$ cat src/hw/rtl/assert_macros.svh
// assertion helpers used by the rtl
`ifndef ASSERT_MACROS_SVH
`define ASSERT_MACROS_SVH

`ifndef NO_ASSERTIONS

// property must hold on every rising clock edge outside reset
`define ASSERT_CLK(lbl, clk, rstn, prop) \
    lbl: assert property (@(posedge clk) disable iff (!rstn) prop) \
        else $error("assertion lbl failed");

// condition must never be seen outside reset
`define ASSERT_NEVER(lbl, clk, rstn, expr) \
    lbl: assert property (@(posedge clk) disable iff (!rstn) !(expr)) \
        else $error("assertion lbl failed");

`else

`define ASSERT_CLK(lbl, clk, rstn, prop)
`define ASSERT_NEVER(lbl, clk, rstn, expr)

`endif

`endif

$ cat src/hw/rtl/ssr_pkg.sv
package ssr_pkg;

    // sprite geometry
    localparam int ROWS     = 21;
    localparam int COLS     = 24;
    localparam int FATS     = 12;
    localparam int LAST_ROW = 20;
    localparam int ROW_AW   = 5;

    // angle folding points
    localparam int QUARTER_TURN = 90;
    localparam int HALF_TURN    = 180;
    localparam int THREE_QUARTER = 270;
    localparam int FULL_TURN    = 360;
    localparam int MAG_N        = 91;

    // fixed point widths: factors Q2.16, products, rounded offsets
    localparam int FW = 18;
    localparam int PW = 32;
    localparam int OW = 16;

    // cycles to wait after the last sample until lane counts settle
    localparam int PIPE_DRAIN = 12;

    localparam logic [63:0] PI_Q30 = 64'd3373259426;

    // register select on paddr[2]
    localparam logic REG_ANGLE = 1'b0;
    localparam logic REG_MODE  = 1'b1;

    typedef enum logic [1:0] {
        ST_IDLE,
        ST_ISSUE,
        ST_DRAIN,
        ST_MERGE
    } state_t;

    typedef struct packed {
        logic smp_valid;
        logic clr;
        logic flip;
        logic mc;
    } lane_ctl_t;

    // {sin e in Q16, tan e/2 in Q16} per degree of magnitude
    typedef logic [33:0] shear_rom_t [MAG_N];

    // bit-serial unsigned divide, elaboration only
    function automatic logic [63:0] udiv64(logic [63:0] n, logic [63:0] d);
        logic [63:0] q;
        logic [63:0] r;
        q = '0;
        r = '0;
        for (int i = 63; i >= 0; i--) begin
            r = {r[62:0], n[i]};
            if (r >= d) begin
                r = r - d;
                q[i] = 1'b1;
            end
        end
        return q;
    endfunction

    // taylor series in Q30, then the two factors per magnitude
    function automatic shear_rom_t build_rom();
        shear_rom_t rom;
        logic [63:0] x;
        logic [63:0] ts;
        logic [63:0] tc;
        logic [63:0] ss;
        logic [63:0] sc;
        logic [63:0] sn;
        logic [63:0] tn;
        for (int m = 0; m < MAG_N; m++) begin
            x  = udiv64(64'(m) * PI_Q30, 64'd360);
            ts = x;
            ss = x;
            tc = 64'd1 << 30;
            sc = 64'd1 << 30;
            for (int k = 1; k <= 6; k++) begin
                ts = (ts * x) >> 30;
                ts = (ts * x) >> 30;
                ts = udiv64(ts, 64'((2 * k) * (2 * k + 1)));
                tc = (tc * x) >> 30;
                tc = (tc * x) >> 30;
                tc = udiv64(tc, 64'((2 * k - 1) * (2 * k)));
                if ((k % 2) == 1) begin
                    ss = ss - ts;
                    sc = sc - tc;
                end else begin
                    ss = ss + ts;
                    sc = sc + tc;
                end
            end
            sn = (((64'd2 * ss * sc) >> 30) + 64'd8192) >> 14;
            tn = udiv64((ss << 17) + sc, 64'd2 * sc);
            rom[m] = {sn[16:0], tn[16:0]};
        end
        return rom;
    endfunction

    // Q16 product to integer, half away from zero
    function automatic logic signed [OW-1:0] round_q16(logic signed [PW-1:0] p);
        logic [PW-1:0] m;
        logic [PW-1:0] r;
        m = p[PW-1] ? PW'(-p) : PW'(p);
        r = (m + PW'(32768)) >> 16;
        return p[PW-1] ? -$signed(r[OW-1:0]) : $signed(r[OW-1:0]);
    endfunction

endpackage

$ cat src/hw/rtl/ssr_merge.sv
module ssr_merge #(
    parameter int UPSCALE = 4,
    parameter int CNTW    = 7
) (
    input  logic [ssr_pkg::COLS-1:0][3:0][CNTW-1:0] cnt,
    input  logic                                    mc,
    output logic [ssr_pkg::COLS-1:0]                bits
);

    localparam int HALF = 2 * UPSCALE * UPSCALE;

    // hires threshold or fat pixel majority, lowest index on ties
    always_comb begin
        logic [CNTW:0] tot [4];
        logic [1:0]    best;
        bits = '0;
        for (int c = 0; c < 4; c++) begin
            tot[c] = '0;
        end
        best = 2'd0;
        if (!mc) begin
            for (int p = 0; p < ssr_pkg::COLS; p++) begin
                bits[p] = cnt[p][1] >= CNTW'(HALF);
            end
        end else begin
            for (int q = 0; q < ssr_pkg::FATS; q++) begin
                for (int c = 0; c < 4; c++) begin
                    tot[c] = {1'b0, cnt[2*q][c]} + {1'b0, cnt[2*q+1][c]};
                end
                best = 2'd0;
                for (int c = 1; c < 4; c++) begin
                    if (tot[c] > tot[best]) begin
                        best = 2'(c);
                    end
                end
                bits[2*q]   = best[1];
                bits[2*q+1] = best[0];
            end
        end
    end

endmodule

$ cat config.mk
export PLATFORM = sky130hd
export DESIGN_NAME = ssr_merge
export DESIGN_NICKNAME = d
export VERILOG_FILES = /design/src/hw/rtl/assert_macros.svh /design/src/hw/rtl/ssr_pkg.sv /design/src/hw/rtl/ssr_merge.sv
export SDC_FILE = /design/constraint.sdc
export NUM_CORES = 1
export LEC_CHECK = 0
export BUFFER_PORTS_ARGS = -buffer_cell sky130_fd_sc_hd__buf_2
export CAP_MARGIN = 25
export CORE_MARGIN = 3
export CORE_UTILIZATION = 23
export DETAILED_ROUTE_END_ITERATION = 8
export PLACE_DENSITY_LB_ADDON = 0.3
export SYNTH_ARGS = -nofsm -noshare
export SYNTH_HDL_FRONTEND = slang
export SYNTH_SLANG_ARGS = --single-unit
$ cat constraint.sdc
create_clock -name vclk -period 7.1
set_input_delay 0.355 -clock vclk [all_inputs]
set_output_delay 0.355 -clock vclk [all_outputs]
set_load 0.02 [all_outputs]
# Word level (Yosys, flattened, before mapping)
# Cells that the tools add are included.
# word_totals
output_inout_bits	24
elab_cells	289
regBits	0
input_bits	673
# classes
n_bitwise	24
n_lt_le_gt_ge	84
n_addsub	48
n_mux	133
# op_table
operator	count
$add 7x7->8	48
$bmux 8 s2	24
$mux 8	48
$gt 8x8->1	36
$ge 7x6->1 const B	24
$mux 2	48
$ge 3x3->1 const B	24
$not 2->3	24
$mux 24	1
$mux 1	12

# Depth between registers and ports, before layout
# logic_depth
depth_word	18
ltp_mapped	30
depth_no_buf	29

# Least setup slack after synthesis
# OpenSTA, ideal clock, no wires.
# synth_path
path_kind	in2out
start	input cnt[7] (netlist name)
end	output bits[0] (netlist name)
n_path_buf	1
t_arrival_ns	5.492
slack_ns	1.253
cell_stages	27
path_cell_list	ha_1 > inv_1 > fa_1 > nor2b_1 > o31a_1 > nor4_1 > a311oi_1 > inv_1 > ha_1 > nand2_1 > o21a_1 > o22ai_2 > mux2_1 > ha_1 > and3_1 > a221o_1 > o21ai_2 > buf_2 > nor2_1 > a21o_1 > ha_1 > nand3_1 > o22ai_1 > nor2_1 > o21ai_0 > nand2_1 > a31oi_1
# synth_via
elab_chain_len	18
word_cells_on_any_way	19
classes_between	1 x add/sub; 4 x order compare; 12 x mux; 2 x bitwise
# synth_rtl
item	line_no	rtl
from (decl)	ssr_merge.sv:5	input logic [ssr_pkg::COLS-1:0][3:0][CNTW-1:0] cnt,
$add 7x7->8	ssr_merge.sv:28	tot[c] = {1'b0, cnt[2*q][c]} + {1'b0, cnt[2*q+1][c]};
$gt 8x8->1	ssr_merge.sv:32	if (tot[c] > tot[best]) begin
$mux 1	ssr_merge.sv:32	
$mux 2	ssr_merge.sv:21	if (!mc) begin
$not 2->3 (not written as such)	ssr_merge.sv:32	
$bmux 8 s2	ssr_merge.sv:32	
$mux 8 (not written as such) (2 in a row)	ssr_merge.sv:32	
$gt 8x8->1	ssr_merge.sv:32	
$mux 2	ssr_merge.sv:32	
$mux 2	ssr_merge.sv:21	
$not 2->3 (not written as such)	ssr_merge.sv:32	
$bmux 8 s2	ssr_merge.sv:32	
$mux 8 (not written as such) (2 in a row)	ssr_merge.sv:32	
$gt 8x8->1	ssr_merge.sv:32	
$mux 2	ssr_merge.sv:32	
$mux 24 (*)	ssr_merge.sv:21	
to (decl)	ssr_merge.sv:7	output logic [ssr_pkg::COLS-1:0] bits
# Every way passes the cells marked *; elsewhere a longest branch is shown, timed or not. The select of a mux whose other input is x is not followed.

# Worst setup path in the final report
# layout_path
start	input cnt[567] (netlist name)
end	output bits[20] (netlist name)
# The elaborated chain is that of the path after synthesis.

==> results_dict.tcl <==
set metrics [dict create \
    cts_setup_buffers 0 \
    io_buffers 697 \
    viasPerCell 4.79 \
    cap_violations 0 \
    grt_max_degree 50 \
    nNetsFinal 4678 \
    die_w_microns 308 \
    nClkBuffers 0 \
    io_pins 697 \
    ir_drop_v 0.0000569 \
    worst_slack_ns 0.369 \
    synth_top_cell_by_area "ha_1" \
    worstHoldPathCells 4 \
    setup_tns_ns 0 \
    core-area_sq_um 90400 \
    hold_buffers 0 \
    regArea_sq_um 0 \
    post-route-period-util_pct 94.8 \
    rows 110 \
    worstSetupPathType "in2out" \
    crit_path_end_kind "primary output" \
    maxSlewViolCount 0 \
    relSlewSlack_pct 47.0 \
    holdCritPathClass "in2out" \
    drc 0 \
    postLayoutCoreUtil_pct 28.9 \
    p_leak_nw 14.1 \
    cp-start-kind "primary input" \
    nFlopsAndLatches 0 \
    syn_inst 2638 \
    die_y_microns 308 \
    dp_hpwl_microns 73600 \
    track_usage_pct 15.6 \
    vias 21700 \
    syn_nets 3983 \
    yosys-top-cells-area "ha_1, a21oi_1, a21o_1" \
    fmax_ghz 0.149 \
    initial_utilization_pct 23.3 \
    syn_area_sq_um 21000 \
    p_per_area_nw_per_um2 185 \
    status "completed" \
    wirelength_microns 79100 \
    layoutNonFillerInstCount 4533 \
    period_minus_slack_ns 6.73 \
    ys_seq_area_share_pct 0 \
    cts_resized 0 \
    tightest_slew_ns 0.795 \
    synth.distinct_cells 57 \
    syn2layout_area_growth_pct 24.2 \
    wl_per_cell_microns 17.5 \
    place.gp.congestion 0.919 \
    crit_slowest_cell "a311oi_1" \
    dpl_worst_slack_ns 0.301 \
    fillers 9920 \
    dp.cells 4507 \
    syn_avg_cell_area_sq_um 7.98 \
    yosys_warnings 0 \
    cpMostUsedCell "ha_1" \
    grt_pass1_vias 21000 \
    drt_iter0_markers 988 \
    finalHoldViolCount 0 \
    cpPeakStageDelay_ns 0.49 \
    dieArea_sq_um 95100 \
    antenna_found_initial 37 \
    cp.arrival_ns 6.38 \
    drive_above_1_share_pct 23.6 \
    synth_top_area_share_pct 37.1 \
    grt_pass1_wl_microns 117000 \
    antenna_left 0 \
    setup_viol 0 \
    grt_setup_unrepaired "false" \
    first_pass_iters 5 \
    critPathRequiredTime_ns 6.74 \
    grt_overflow 0 \
    critPathMaxFanout 14 \
]
cell families (layout without fill, tap and decap cells):
family	after synthesis	count (layout)	synth area share, %
adders and majority gates	672	672	41.7
buffers and inverters	297	990	5.38
AOI/OAI and AO/OA	888	888	27.3
muxes	128	128	6.48
and+or+nand+nor	457	457	11.0
other	0	26	0
xor gates and xnor gates	196	196	8.16
cell usage in the layout, fill, tap and decap left out, drive strengths merged, types with 4 or more instances in the layout:
| cell | netlist | routed |
|---|---|---|
| nor4 | 10 | 10 |
| a22o | 4 | 4 |
| nand4 | 54 | 54 |
| and3 | 20 | 20 |
| nor3 | 37 | 37 |
| ha | 624 | 624 |
| a21o | 169 | 169 |
| buf | 14 | 716 |
| a31oi | 53 | 53 |
| a21oi | 278 | 278 |
| fa | 48 | 48 |
| a311o | 12 | 12 |
| o21a | 30 | 30 |
| o31ai | 5 | 5 |
| nor3b | 4 | 4 |
| o221ai | 6 | 6 |
| a311oi | 10 | 10 |
| nor2 | 112 | 112 |
| nand2 | 87 | 87 |
| diode | 0 | 26 |
| a211o | 14 | 14 |
| a221o | 7 | 7 |
| nor2b | 61 | 61 |
| a211oi | 59 | 59 |
| and4b | 8 | 8 |
| nand2b | 15 | 15 |
| mux2i | 72 | 72 |
| mux2 | 56 | 56 |
| o21bai | 50 | 50 |
| nand3 | 39 | 39 |
| o22ai | 18 | 18 |
| inv | 274 | 274 |
| and2 | 4 | 4 |
| o31a | 13 | 13 |
| o311a | 5 | 5 |
| xnor2 | 136 | 136 |
| o21ai | 140 | 140 |
| xor2 | 60 | 60 |
| a221oi | 4 | 4 |
layout make-up:
| type | instances | area (sq um) | share of cell area, % |
|---|---|---|---|
| multi-input combinational | 2341 | 19900 | 76.3 |
| timing repair buffer | 716 | 3630 | 13.9 |
| tap | 1176 | 1470 | 5.63 |
| inverter | 274 | 1030 | 3.94 |
| antenna | 26 | 65.1 | 0.249 |
synth_stat cells (5+ instances only):
cell / n
nand2_1: 87
buf_2: 13
a21oi_1: 276
o21bai_1: 50
inv_1: 271
nand4_1: 54
o31a_1: 13
o31ai_1: 5
nand2b_1: 15
xnor2_1: 136
o21ai_1: 9
and3_1: 19
a211oi_1: 59
nor2b_1: 61
a31oi_1: 51
a221o_1: 7
fa_1: 48
nor2_1: 112
o21ai_2: 5
o221ai_1: 6
a21o_1: 169
nand3_1: 39
o22ai_1: 14
a211o_1: 14
nor4_1: 10
o311a_1: 5
clkbuf_1: 9
mux2i_1: 72
a311o_1: 12
xor2_1: 60
nor3_1: 37
and4b_1: 8
o21ai_0: 126
ha_1: 624
a311oi_1: 10
mux2_1: 8
mux2_2: 45
o21a_1: 30
worst paths after layout:
kind	startpoint	end	slack, ns
worst max-delay path	cnt[567]	bits[20]	0.37
worst min-delay path	cnt[69]	bits[2]	1.14
through the flow:
stage	cell area, sq um	hold WS (ns)	power [mW]
final	26100	1.14	4.84
after global routing	26100	1.17	5.51
after CTS	26000	1.15	4.86
after detailed placement	26000	1.15	4.83
after global placement	26000	1.15	4.79
after floorplan	21000	0.940	3.51
power breakdown:
group | switching, mW | internal (mW) | total, mW
Combinational | 2.67 | 2.17 | 4.84
Sequential | 0 | 0 | 0
Clock | 0 | 0.000000492 | 0.000000493
Total | 2.67 | 2.17 | 4.84
per-layer routing:
metal	GRT usage (%)	vias up	share of wire [%]
met5	0	-	0.14
met4	5.61	16	3.8
met3	3.06	114	6.3
met2	26.8	624	46
met1	19.4	9664	44
li1	-	11300	-
critical path: cells and delay by family:
| kind | cells | cell delay [ns] |
|---|---|---|
| compound gates | 11 | 2.78 |
| fa+ha+maj | 5 | 1.48 |
| buf+inv | 4 | 0.47 |
| mux | 2 | 0.78 |
| simple gates | 6 | 0.50 |
Note: power is estimated with default switching activity, not from simulation.
