`src/hw/rtl/assert_macros.svh`:
```
// assertion helpers used by the rtl
`ifndef ASSERT_MACROS_SVH
`define ASSERT_MACROS_SVH

`ifndef NO_ASSERTIONS

// property must hold on every rising clock edge outside reset
`define ASSERT_CLK(lbl, clk, rstn, prop) \
    lbl: assert property (@(posedge clk) disable iff (!rstn) prop) \
        else $error("assertion lbl failed");

// condition must never be seen outside reset
`define ASSERT_NEVER(lbl, clk, rstn, expr) \
    lbl: assert property (@(posedge clk) disable iff (!rstn) !(expr)) \
        else $error("assertion lbl failed");

`else

`define ASSERT_CLK(lbl, clk, rstn, prop)
`define ASSERT_NEVER(lbl, clk, rstn, expr)

`endif

`endif

```
`src/hw/rtl/ssr_pkg.sv`:
```
package ssr_pkg;

    // sprite geometry
    localparam int ROWS     = 21;
    localparam int COLS     = 24;
    localparam int FATS     = 12;
    localparam int LAST_ROW = 20;
    localparam int ROW_AW   = 5;

    // angle folding points
    localparam int QUARTER_TURN = 90;
    localparam int HALF_TURN    = 180;
    localparam int THREE_QUARTER = 270;
    localparam int FULL_TURN    = 360;
    localparam int MAG_N        = 91;

    // fixed point widths: factors Q2.16, products, rounded offsets
    localparam int FW = 18;
    localparam int PW = 32;
    localparam int OW = 16;

    // cycles to wait after the last sample until lane counts settle
    localparam int PIPE_DRAIN = 12;

    localparam logic [63:0] PI_Q30 = 64'd3373259426;

    // register select on paddr[2]
    localparam logic REG_ANGLE = 1'b0;
    localparam logic REG_MODE  = 1'b1;

    typedef enum logic [1:0] {
        ST_IDLE,
        ST_ISSUE,
        ST_DRAIN,
        ST_MERGE
    } state_t;

    typedef struct packed {
        logic smp_valid;
        logic clr;
        logic flip;
        logic mc;
    } lane_ctl_t;

    // {sin e in Q16, tan e/2 in Q16} per degree of magnitude
    typedef logic [33:0] shear_rom_t [MAG_N];

    // bit-serial unsigned divide, elaboration only
    function automatic logic [63:0] udiv64(logic [63:0] n, logic [63:0] d);
        logic [63:0] q;
        logic [63:0] r;
        q = '0;
        r = '0;
        for (int i = 63; i >= 0; i--) begin
            r = {r[62:0], n[i]};
            if (r >= d) begin
                r = r - d;
                q[i] = 1'b1;
            end
        end
        return q;
    endfunction

    // taylor series in Q30, then the two factors per magnitude
    function automatic shear_rom_t build_rom();
        shear_rom_t rom;
        logic [63:0] x;
        logic [63:0] ts;
        logic [63:0] tc;
        logic [63:0] ss;
        logic [63:0] sc;
        logic [63:0] sn;
        logic [63:0] tn;
        for (int m = 0; m < MAG_N; m++) begin
            x  = udiv64(64'(m) * PI_Q30, 64'd360);
            ts = x;
            ss = x;
            tc = 64'd1 << 30;
            sc = 64'd1 << 30;
            for (int k = 1; k <= 6; k++) begin
                ts = (ts * x) >> 30;
                ts = (ts * x) >> 30;
                ts = udiv64(ts, 64'((2 * k) * (2 * k + 1)));
                tc = (tc * x) >> 30;
                tc = (tc * x) >> 30;
                tc = udiv64(tc, 64'((2 * k - 1) * (2 * k)));
                if ((k % 2) == 1) begin
                    ss = ss - ts;
                    sc = sc - tc;
                end else begin
                    ss = ss + ts;
                    sc = sc + tc;
                end
            end
            sn = (((64'd2 * ss * sc) >> 30) + 64'd8192) >> 14;
            tn = udiv64((ss << 17) + sc, 64'd2 * sc);
            rom[m] = {sn[16:0], tn[16:0]};
        end
        return rom;
    endfunction

    // Q16 product to integer, half away from zero
    function automatic logic signed [OW-1:0] round_q16(logic signed [PW-1:0] p);
        logic [PW-1:0] m;
        logic [PW-1:0] r;
        m = p[PW-1] ? PW'(-p) : PW'(p);
        r = (m + PW'(32768)) >> 16;
        return p[PW-1] ? -$signed(r[OW-1:0]) : $signed(r[OW-1:0]);
    endfunction

endpackage

```
`src/hw/rtl/ssr_lane.sv`:
```
module ssr_lane #(
    parameter int UPSCALE = 4,
    parameter int BORDER  = 48,
    parameter int LANE    = 0,
    parameter int CW      = 14,
    parameter int UXW     = 3,
    parameter int CNTW    = 7
) (
    input  logic                             aclk,
    input  logic                             aresetn,
    input  ssr_pkg::lane_ctl_t               ctl,
    input  logic [UXW-1:0]                   ux,
    input  logic signed [CW-1:0]             y,
    input  logic signed [ssr_pkg::PW-1:0]    prod1,
    input  logic signed [ssr_pkg::FW-1:0]    shx,
    input  logic signed [ssr_pkg::FW-1:0]    shy,
    input  logic                             wr_en,
    input  logic [ssr_pkg::ROW_AW-1:0]       wr_addr,
    input  logic [ssr_pkg::COLS-1:0]         wr_data,
    output logic [3:0][CNTW-1:0]             cnt
);

    localparam int FIELD = (48 + 2 * BORDER) * UPSCALE;
    localparam int ORG   = BORDER * UPSCALE;
    localparam int CEN   = ORG + 24 * UPSCALE;
    localparam int XB    = ORG + 2 * LANE * UPSCALE;
    localparam int YO    = ORG + 3 * UPSCALE;
    localparam int DIV   = 2 * UPSCALE;
    localparam int RECIP = (65536 + DIV - 1) / DIV;
    localparam int MW    = CW + 16;

    // sprite copy for this lane, one read port
    logic [ssr_pkg::COLS-1:0] mem [ssr_pkg::ROWS];

    logic                        v1_reg, v2_reg, v3_reg, v4_reg, v5_reg, v6_reg, v7_reg;
    logic                        ok1_reg, ok2_reg, ok3_reg, ok4_reg, ok5_reg, ok6_reg, ok7_reg;
    logic signed [CW-1:0]        x2_1_reg, x2_2_reg, x2_3_reg, x2_4_reg;
    logic signed [CW-1:0]        y_1_reg, y_2_reg, y2_3_reg, y2_4_reg;
    logic signed [ssr_pkg::PW-1:0] prod2_reg, prod3_reg;
    logic [CW-1:0]               rx_reg, ry_reg;
    logic [ssr_pkg::ROW_AW-1:0]  row6_reg, col6_reg, sel7_reg;
    logic [ssr_pkg::COLS-1:0]    word_reg;

    logic signed [CW-1:0]        x_s1, x2_next, y2_next, x1_next, rx_next, ry_next;
    logic                        ok5_next;
    logic [MW-1:0]               rowm, colm;
    logic [ssr_pkg::ROW_AW-1:0]  addr7, sel7_next, c_h, fp, f_m;
    logic [1:0]                  val;

    // first shear: x by the shared offset
    assign x_s1    = CW'(XB) + $signed(CW'(ux));
    assign x2_next = x_s1 - CW'(ssr_pkg::round_q16(prod1));

    // second shear result
    assign y2_next = y_2_reg - CW'(ssr_pkg::round_q16(prod2_reg));

    // third shear and position inside the sprite block
    assign x1_next = x2_4_reg - CW'(ssr_pkg::round_q16(prod3_reg));
    assign rx_next = x1_next - CW'(ORG);
    assign ry_next = y2_4_reg - CW'(YO);
    assign ok5_next = ok4_reg && !x1_next[CW-1] && ($unsigned(x1_next) < CW'(FIELD))
                   && !rx_next[CW-1] && ($unsigned(rx_next) < CW'(48 * UPSCALE))
                   && !ry_next[CW-1] && ($unsigned(ry_next) < CW'(42 * UPSCALE));

    // divide by the block size through a reciprocal
    assign rowm = MW'(ry_reg) * MW'(RECIP);
    assign colm = MW'(rx_reg) * MW'(RECIP);

    // flip mapping and bit select
    assign fp    = {1'b0, col6_reg[ssr_pkg::ROW_AW-1:1]};
    assign addr7 = ctl.flip ? ssr_pkg::ROW_AW'(ssr_pkg::LAST_ROW) - row6_reg : row6_reg;
    assign c_h   = ctl.flip ? ssr_pkg::ROW_AW'(ssr_pkg::COLS - 1) - col6_reg : col6_reg;
    assign f_m   = ctl.flip ? ssr_pkg::ROW_AW'(ssr_pkg::FATS - 1) - fp : fp;
    assign sel7_next = ctl.mc ? {f_m[ssr_pkg::ROW_AW-2:0], 1'b0} : c_h;

    always_comb begin
        if (!ok7_reg) begin
            val = 2'd0;
        end else if (ctl.mc) begin
            val = {word_reg[sel7_reg], word_reg[sel7_reg | ssr_pkg::ROW_AW'(1)]};
        end else begin
            val = {1'b0, word_reg[sel7_reg]};
        end
    end

    // valid pipe
    always_ff @(posedge aclk) begin
        if (!aresetn) begin
            v1_reg <= 1'b0;
            v2_reg <= 1'b0;
            v3_reg <= 1'b0;
            v4_reg <= 1'b0;
            v5_reg <= 1'b0;
            v6_reg <= 1'b0;
            v7_reg <= 1'b0;
        end else begin
            v1_reg <= ctl.smp_valid;
            v2_reg <= v1_reg;
            v3_reg <= v2_reg;
            v4_reg <= v3_reg;
            v5_reg <= v4_reg;
            v6_reg <= v5_reg;
            v7_reg <= v6_reg;
        end
    end

    // datapath pipe
    always_ff @(posedge aclk) begin
        x2_1_reg  <= x2_next;
        y_1_reg   <= y;
        ok1_reg   <= !x2_next[CW-1] && ($unsigned(x2_next) < CW'(FIELD));
        prod2_reg <= ssr_pkg::PW'(shy) * ssr_pkg::PW'(x2_1_reg - CW'(CEN));
        x2_2_reg  <= x2_1_reg;
        y_2_reg   <= y_1_reg;
        ok2_reg   <= ok1_reg;
        y2_3_reg  <= y2_next;
        x2_3_reg  <= x2_2_reg;
        ok3_reg   <= ok2_reg && !y2_next[CW-1] && ($unsigned(y2_next) < CW'(FIELD));
        prod3_reg <= ssr_pkg::PW'(shx) * ssr_pkg::PW'(y2_3_reg - CW'(CEN));
        x2_4_reg  <= x2_3_reg;
        y2_4_reg  <= y2_3_reg;
        ok4_reg   <= ok3_reg;
        rx_reg    <= rx_next;
        ry_reg    <= ry_next;
        ok5_reg   <= ok5_next;
        row6_reg  <= rowm[16 +: ssr_pkg::ROW_AW];
        col6_reg  <= colm[16 +: ssr_pkg::ROW_AW];
        ok6_reg   <= ok5_reg;
        sel7_reg  <= sel7_next;
        ok7_reg   <= ok6_reg;
    end

    // sprite memory, written by every accepted word with a row index up to 20
    always_ff @(posedge aclk) begin
        if (wr_en) begin
            mem[wr_addr] <= wr_data;
        end
        word_reg <= mem[addr7];
    end

    // per index sample counts
    always_ff @(posedge aclk) begin
        if (!aresetn || ctl.clr) begin
            cnt <= '0;
        end else if (v7_reg) begin
            cnt[val] <= cnt[val] + CNTW'(1);
        end
    end

endmodule

```
`config.mk`:
```
export PLATFORM = sky130hd
export DESIGN_NAME = ssr_lane
export DESIGN_NICKNAME = d
export VERILOG_FILES = /design/src/hw/rtl/assert_macros.svh /design/src/hw/rtl/ssr_pkg.sv /design/src/hw/rtl/ssr_lane.sv
export SDC_FILE = /design/constraint.sdc
export NUM_CORES = 2
export LEC_CHECK = 0
export ABC_AREA = 1
export BUFFER_PORTS_ARGS = -buffer_cell sky130_fd_sc_hd__buf_2
export CAP_MARGIN = 0
export CELL_PAD_IN_SITES_DETAIL_PLACEMENT = 1
export CELL_PAD_IN_SITES_GLOBAL_PLACEMENT = 2
export CORE_MARGIN = 1
export CORE_UTILIZATION = 41
export CTS_CLUSTER_SIZE = 30
export DETAILED_ROUTE_END_ITERATION = 10
export GPL_TIMING_DRIVEN = 0
export PLACE_DENSITY = 0.88
export SLEW_MARGIN = 20
export SYNTH_ARGS = -nofsm -noshare
export SYNTH_HDL_FRONTEND = slang
export SYNTH_SLANG_ARGS = --single-unit
```
`constraint.sdc`:
```
create_clock -name aclk -period 9.44 [get_ports aclk]
set_input_delay 0.944 -clock aclk [delete_from_list [all_inputs] [get_ports aclk]]
set_output_delay 0.944 -clock aclk [all_outputs]
set_load 0.05 [all_outputs]
```
# Word level (Yosys, flattened, before mapping)
# Memories as Yosys holds them, arrays and structs flattened. A register that Yosys moved wholly into a read port is not among the register bits.
# Index checks and enable logic that the tools add are counted.
[op_classes]
add_sub_neg = 21
mul = 2
magnitude_cmp = 9
muxes = 23
reduce_logical = 17
[ops]
columns = ["operator", "count"]
rows = [
  ["30-bit by 16-bit adder with 30-bit output, second input constant", 3],
  ["30-bit two-way mux", 3],
  ["30-bit negator", 3],
  ["18-bit by 15-bit multiplier with 32-bit output", 2],
  ["14-bit by 10-bit < comparator with 1-bit output, second input constant", 3],
  ["14-bit two-way mux", 3],
  ["14-bit negator", 3],
  ["14-bit by 10-bit subtractor with 15-bit output, second input constant", 2],
  ["28-bit bitwise mux", 1],
  ["14-bit by 8-bit < comparator with 1-bit output, second input constant", 2],
  ["14-bit subtractor", 2],
  ["14-bit by 9-bit subtractor with 14-bit output, second input constant", 2],
  ["5-bit two-way mux", 3],
  ["7-bit binary-select mux with 2-bit select", 1],
  ["7-bit demux with 2-bit select", 1],
  ["7-bit two-way mux", 2],
  ["10-bit by 14-bit subtractor with 14-bit output", 1],
  ["5-bit by 6-bit < comparator with 1-bit output, second input constant", 2],
  ["1-bit logical AND", 10],
  ["5-bit subtractor, first input constant", 2],
  ["8-bit by 3-bit adder with 9-bit output, first input constant", 1],
  ["7-bit by 1-bit adder with 7-bit output, second input constant", 1],
  ["1-bit logical NOT", 6],
  ["1-bit binary-select mux with 5-bit select", 1],
  ["8 further kinds", 12],
]
[word_totals]
regBits = 249
ramBits = 504
in_bits = 121
output_inout_bits = 28
mem_count = 1
[memory_table]
columns = ["memory", "words", "word_bits", "read_ports", "rd_clocked_by_memory_dff", "write_ports", "line", "source"]
rows = [
  ["mem", 21, 24, 1, 1, 1, "ssr_lane.sv:33", "logic [ssr_pkg::COLS-1:0] mem [ssr_pkg::ROWS];"],
]

# Depth between registers and ports, before layout
[logic_depth]
word_depth = 13
mapped_depth = 37

# Least setup slack after synthesis
# Ideal clock, no wire load.
[synth_timing]
path_type = "reg2reg"
from = "reg y2_3_reg[5]"
to = "reg prod3_reg[29] in the netlist's numbering"
t_arrival_ps = 6786
required_time_ps = 9368
path_slack_ps = 2582
stages_incl_launch_ff = 30
cell_sequence = "dfxtp_1 > clkinv_1 > clkbuf_1 > ha_1 > a21oi_1 > inv_1 > nand2_1 > nor3_1 > or2_2 > nand2_1 > clkbuf_1 > nor2_1 > fa_1 > inv_1 > fa_1 > fa_1 > fa_1 > inv_1 > fa_1 > fa_1 > ha_1 > nand2_1 > inv_1 > nand2_1 > nand2_1 > a211o_1 > a21oi_1 > o21ai_0 > a31oi_1 > xor2_1"
[synth_via]
elab_chain_len = 2
[synth_lines]
columns = ["item", "line", "source"]
rows = [
  ["start: declaration", "ssr_lane.sv:38", "logic signed [CW-1:0] y_1_reg, y_2_reg, y2_3_reg, y2_4_reg;"],
  ["start signal: assignment", "ssr_lane.sv:116", "y2_3_reg <= y2_next;"],
  ["14-bit by 10-bit subtractor with 15-bit output", "ssr_lane.sv:119", "prod3_reg <= ssr_pkg::PW'(shx) * ssr_pkg::PW'(y2_3_reg - CW'(CEN));"],
  ["18-bit by 15-bit multiplier with 32-bit output", "ssr_lane.sv:119", ""],
  ["end signal: assignment", "ssr_lane.sv:119", ""],
  ["end: declaration", "ssr_lane.sv:39", "logic signed [ssr_pkg::PW-1:0] prod2_reg, prod3_reg;"],
]
# No other way between the ends.
# A chain may end at the register's enable or synchronous reset.

# Worst setup path after layout
[layout_timing]
from = "reg x2_1_reg[5]"
to = "reg prod2_reg[31] in the netlist's numbering"
[layout_via]
elab_chain_len = 2
[layout_lines]
columns = ["item", "line", "source"]
rows = [
  ["start: declaration", "ssr_lane.sv:37", "logic signed [CW-1:0] x2_1_reg, x2_2_reg, x2_3_reg, x2_4_reg;"],
  ["start signal: assignment", "ssr_lane.sv:109", "x2_1_reg <= x2_next;"],
  ["14-bit by 10-bit subtractor with 15-bit output", "ssr_lane.sv:112", "prod2_reg <= ssr_pkg::PW'(shy) * ssr_pkg::PW'(x2_1_reg - CW'(CEN));"],
  ["18-bit by 15-bit multiplier with 32-bit output", "ssr_lane.sv:112", ""],
  ["end signal: assignment", "ssr_lane.sv:112", ""],
  ["end: declaration", "ssr_lane.sv:39", ""],
]
# No other way between the ends.

==> flow_summary.toml <==
[run_status]
run_status = "finished, final reports clean"

[sta]
relSlewSlack_pct = 25.4
drv_slew = 0
period_needed_ps = 8700
rsz0062_at_grt = "false"
setup_viol = 0
period_share_pct = 92.2
setup_tns_ps = 0
tightest_slew_ps = 1110
clock-skew-final_ps = 45.0
hold_viol = 0
max_clock_freq_ghz = 0.115

[yosys]
ys_types = 63
synth.avg_cell_area_um2 = 9.33
syn-cell-area_um2 = 51100
ys_ff_latch = 767
yosys_warnings = 0
syn_nets = 6327
netlist_instances = 5480
yosysSeqAreaShare_pct = 39.9

[die]
pin_count = 149
die_h_um = 355
die_area_um2 = 126000
die_w_um = 355
start_util_pct = 41.4
rows = 129
core_um2 = 124000

[clock_network]
cts_tree = "done"
cts_made_buffers = 86
cts_root_buf = "clkbuf_16"
clock_latency_ps = 690
htreeDepth = 3
cts_resized = 0
cts_hold_buffers = 0
clkTransAtPathRegs_ps = 60
cts_buffer_depth = 3
cts.sinks = 767
cts_post_setup_buffers_inserted = 0

[layout]
fin_nets = 6578
mostFrequentLayoutCell = "nand2_1"
final_cell_mix = "nand2_1 (1199), inv_1 (921), nor2_1 (545)"
largest_reg_flops = 504
area_growth_pct = 12.2
drive_gt1_share_pct = 7.50
fin_util_pct = 46.4

[grt]
grt.total_usage_pct = 24.0
grt_pass1_vias = 41800
grt_overflow = 0
grt_max_degree = 25
grt_antenna_before_repair = 4
grt_pass1_wl_um = 234000

[worst_setup_path]
path_max_fanout = 10
critPathArrivalTime_ps = 9240
endpoint_kind = "flop"
crit_type = "flop to flop"
cp.required_ps = 9970
start_kind = "flop"

[route]
drc = 0
ant_nets = 0
firstDrtPassIters = 6
drt_wl_total_um = 150000
num_vias = 38200
routed_via_density = 5.14
drt_iter0_drc = 2518
post_drt_wl_per_cell_um = 20.1

[min_path]
hold_class = "flop to flop"

[place]
io_buffers = 137
gp_congestion = 0.893
hpwl_um = 115000

[flow_run]
maxCapViolations = 0
[cells in the mapped netlist, drive strengths merged]
| cell type | instances | area, um^2 |
|---|---|---|
| inv | 930 | 3490 |
| a41oi | 1 | 8.76 |
| or2 | 14 | 87.6 |
| ha | 212 | 2650 |
| a22oi | 4 | 30.0 |
| o311ai | 18 | 158 |
| fa | 514 | 10300 |
| a211o | 1 | 8.76 |
| o21ai | 235 | 1200 |
| xnor2 | 45 | 409 |
| a31oi | 6 | 37.5 |
| nand3b | 10 | 75.1 |
| edfxtp | 504 | 15100 |
| a31o | 1 | 8.76 |
| o21a | 5 | 37.5 |
| o31ai | 3 | 22.5 |
| o221ai | 2 | 23.8 |
| nand2 | 1231 | 4740 |
| and3 | 1 | 6.26 |
| xor2 | 131 | 1220 |
| o211ai | 10 | 75.1 |
| clkbuf | 166 | 623 |
| o2111ai | 1 | 8.76 |
| o41ai | 1 | 8.76 |
| mux2 | 7 | 78.8 |
| nand4 | 38 | 244 |
| a21o | 7 | 52.6 |
| a221oi | 1 | 8.76 |
| nor2 | 590 | 2340 |
| nor3 | 31 | 166 |
| o21bai | 16 | 120 |
| or4 | 1 | 7.51 |
| buf | 27 | 116 |
| clkinv | 5 | 18.8 |
| a21oi | 206 | 1030 |
| and2 | 2 | 12.5 |
| nand3 | 207 | 1110 |
| a211oi | 1 | 7.51 |
| dfxtp | 263 | 5270 |
| o22ai | 24 | 150 |
| a21boi | 1 | 7.51 |
| nor4 | 7 | 50.1 |
[metal layers]
| layer | routed length, um | vias to the layer above | global-route usage [%] |
|---|---|---|---|
| li1 | - | 17700 | - |
| met1 | 61500 | 19400 | 29.9 |
| met2 | 76800 | 982 | 43.5 |
| met3 | 7640 | 194 | 2.77 |
| met4 | 3670 | 2 | 6.69 |
| met5 | 9 | - | 0 |
[layout make-up]
type	instances	area, um^2
clock buffer	105	2240
tap	1637	2050
buffer	193	739
inverter	935	3510
fill	14300	66300
antenna	5	12.5
clock inverter	52	602
multi-input combinational	3585	26700
sequential	767	20400
timing repair buffer	163	1160
[metrics by stage]
step	setup WS [ps]	instance area (um^2)	instances	hold slack [ps]
after detailed placement	378	54500	7280	313
after CTS	321	57400	7437	288
after global routing	184	57400	7437	302
after global placement	567	53900	7254	310
after floorplan	2580	51100	5480	310
final	737	57400	7442	291
[path summary, 6_finish.rpt]
check | start | endpoint | slack [ps] | cells past startpoint
setup / recovery | x2_1_reg[5] | prod2_reg[31] | 740 | 26
hold / removal | rx_reg[4] | col6_reg[1] | 290 | 0
setup reg to reg | x2_1_reg[5] | prod2_reg[31] | 740 | 26
hold reg to reg | rx_reg[4] | col6_reg[1] | 290 | 0
[critical path, stage by stage, from the launching register on]
cell and delay [ps]:
dfxtp_1 540, clkinv_1 440, clkbuf_1 390, ha_1 330
a21oi_1 390, xor2_2 620, clkbuf_1 540, nor2_1 140
fa_1 560, inv_1 50, fa_1 550, fa_1 470
fa_1 510, inv_1 50, fa_1 500, fa_1 420
ha_1 350, a21oi_1 180, a21boi_0 330, o21ai_0 200
nand2_1 90, nand2_1 80, nand2_1 70, nand2_1 100
a21oi_1 320, o211ai_1 160, xor2_1 160
[cells by family (layout without fill, tap and decap cells)]
logic type,Yosys count,in the layout,synth area share [%]
other cells,0,5,0
buf+inv,1128,1448,8.31
xor+xnor,176,176,3.18
mux,7,7,0.154
flops,767,767,39.9
compound gates,544,544,5.88
fa+ha+maj,726,726,25.3
simple gates,2132,2132,17.3
Power is not shown: default switching activity piles up to over one toggle a cycle in this logic, so the estimate is an artifact.
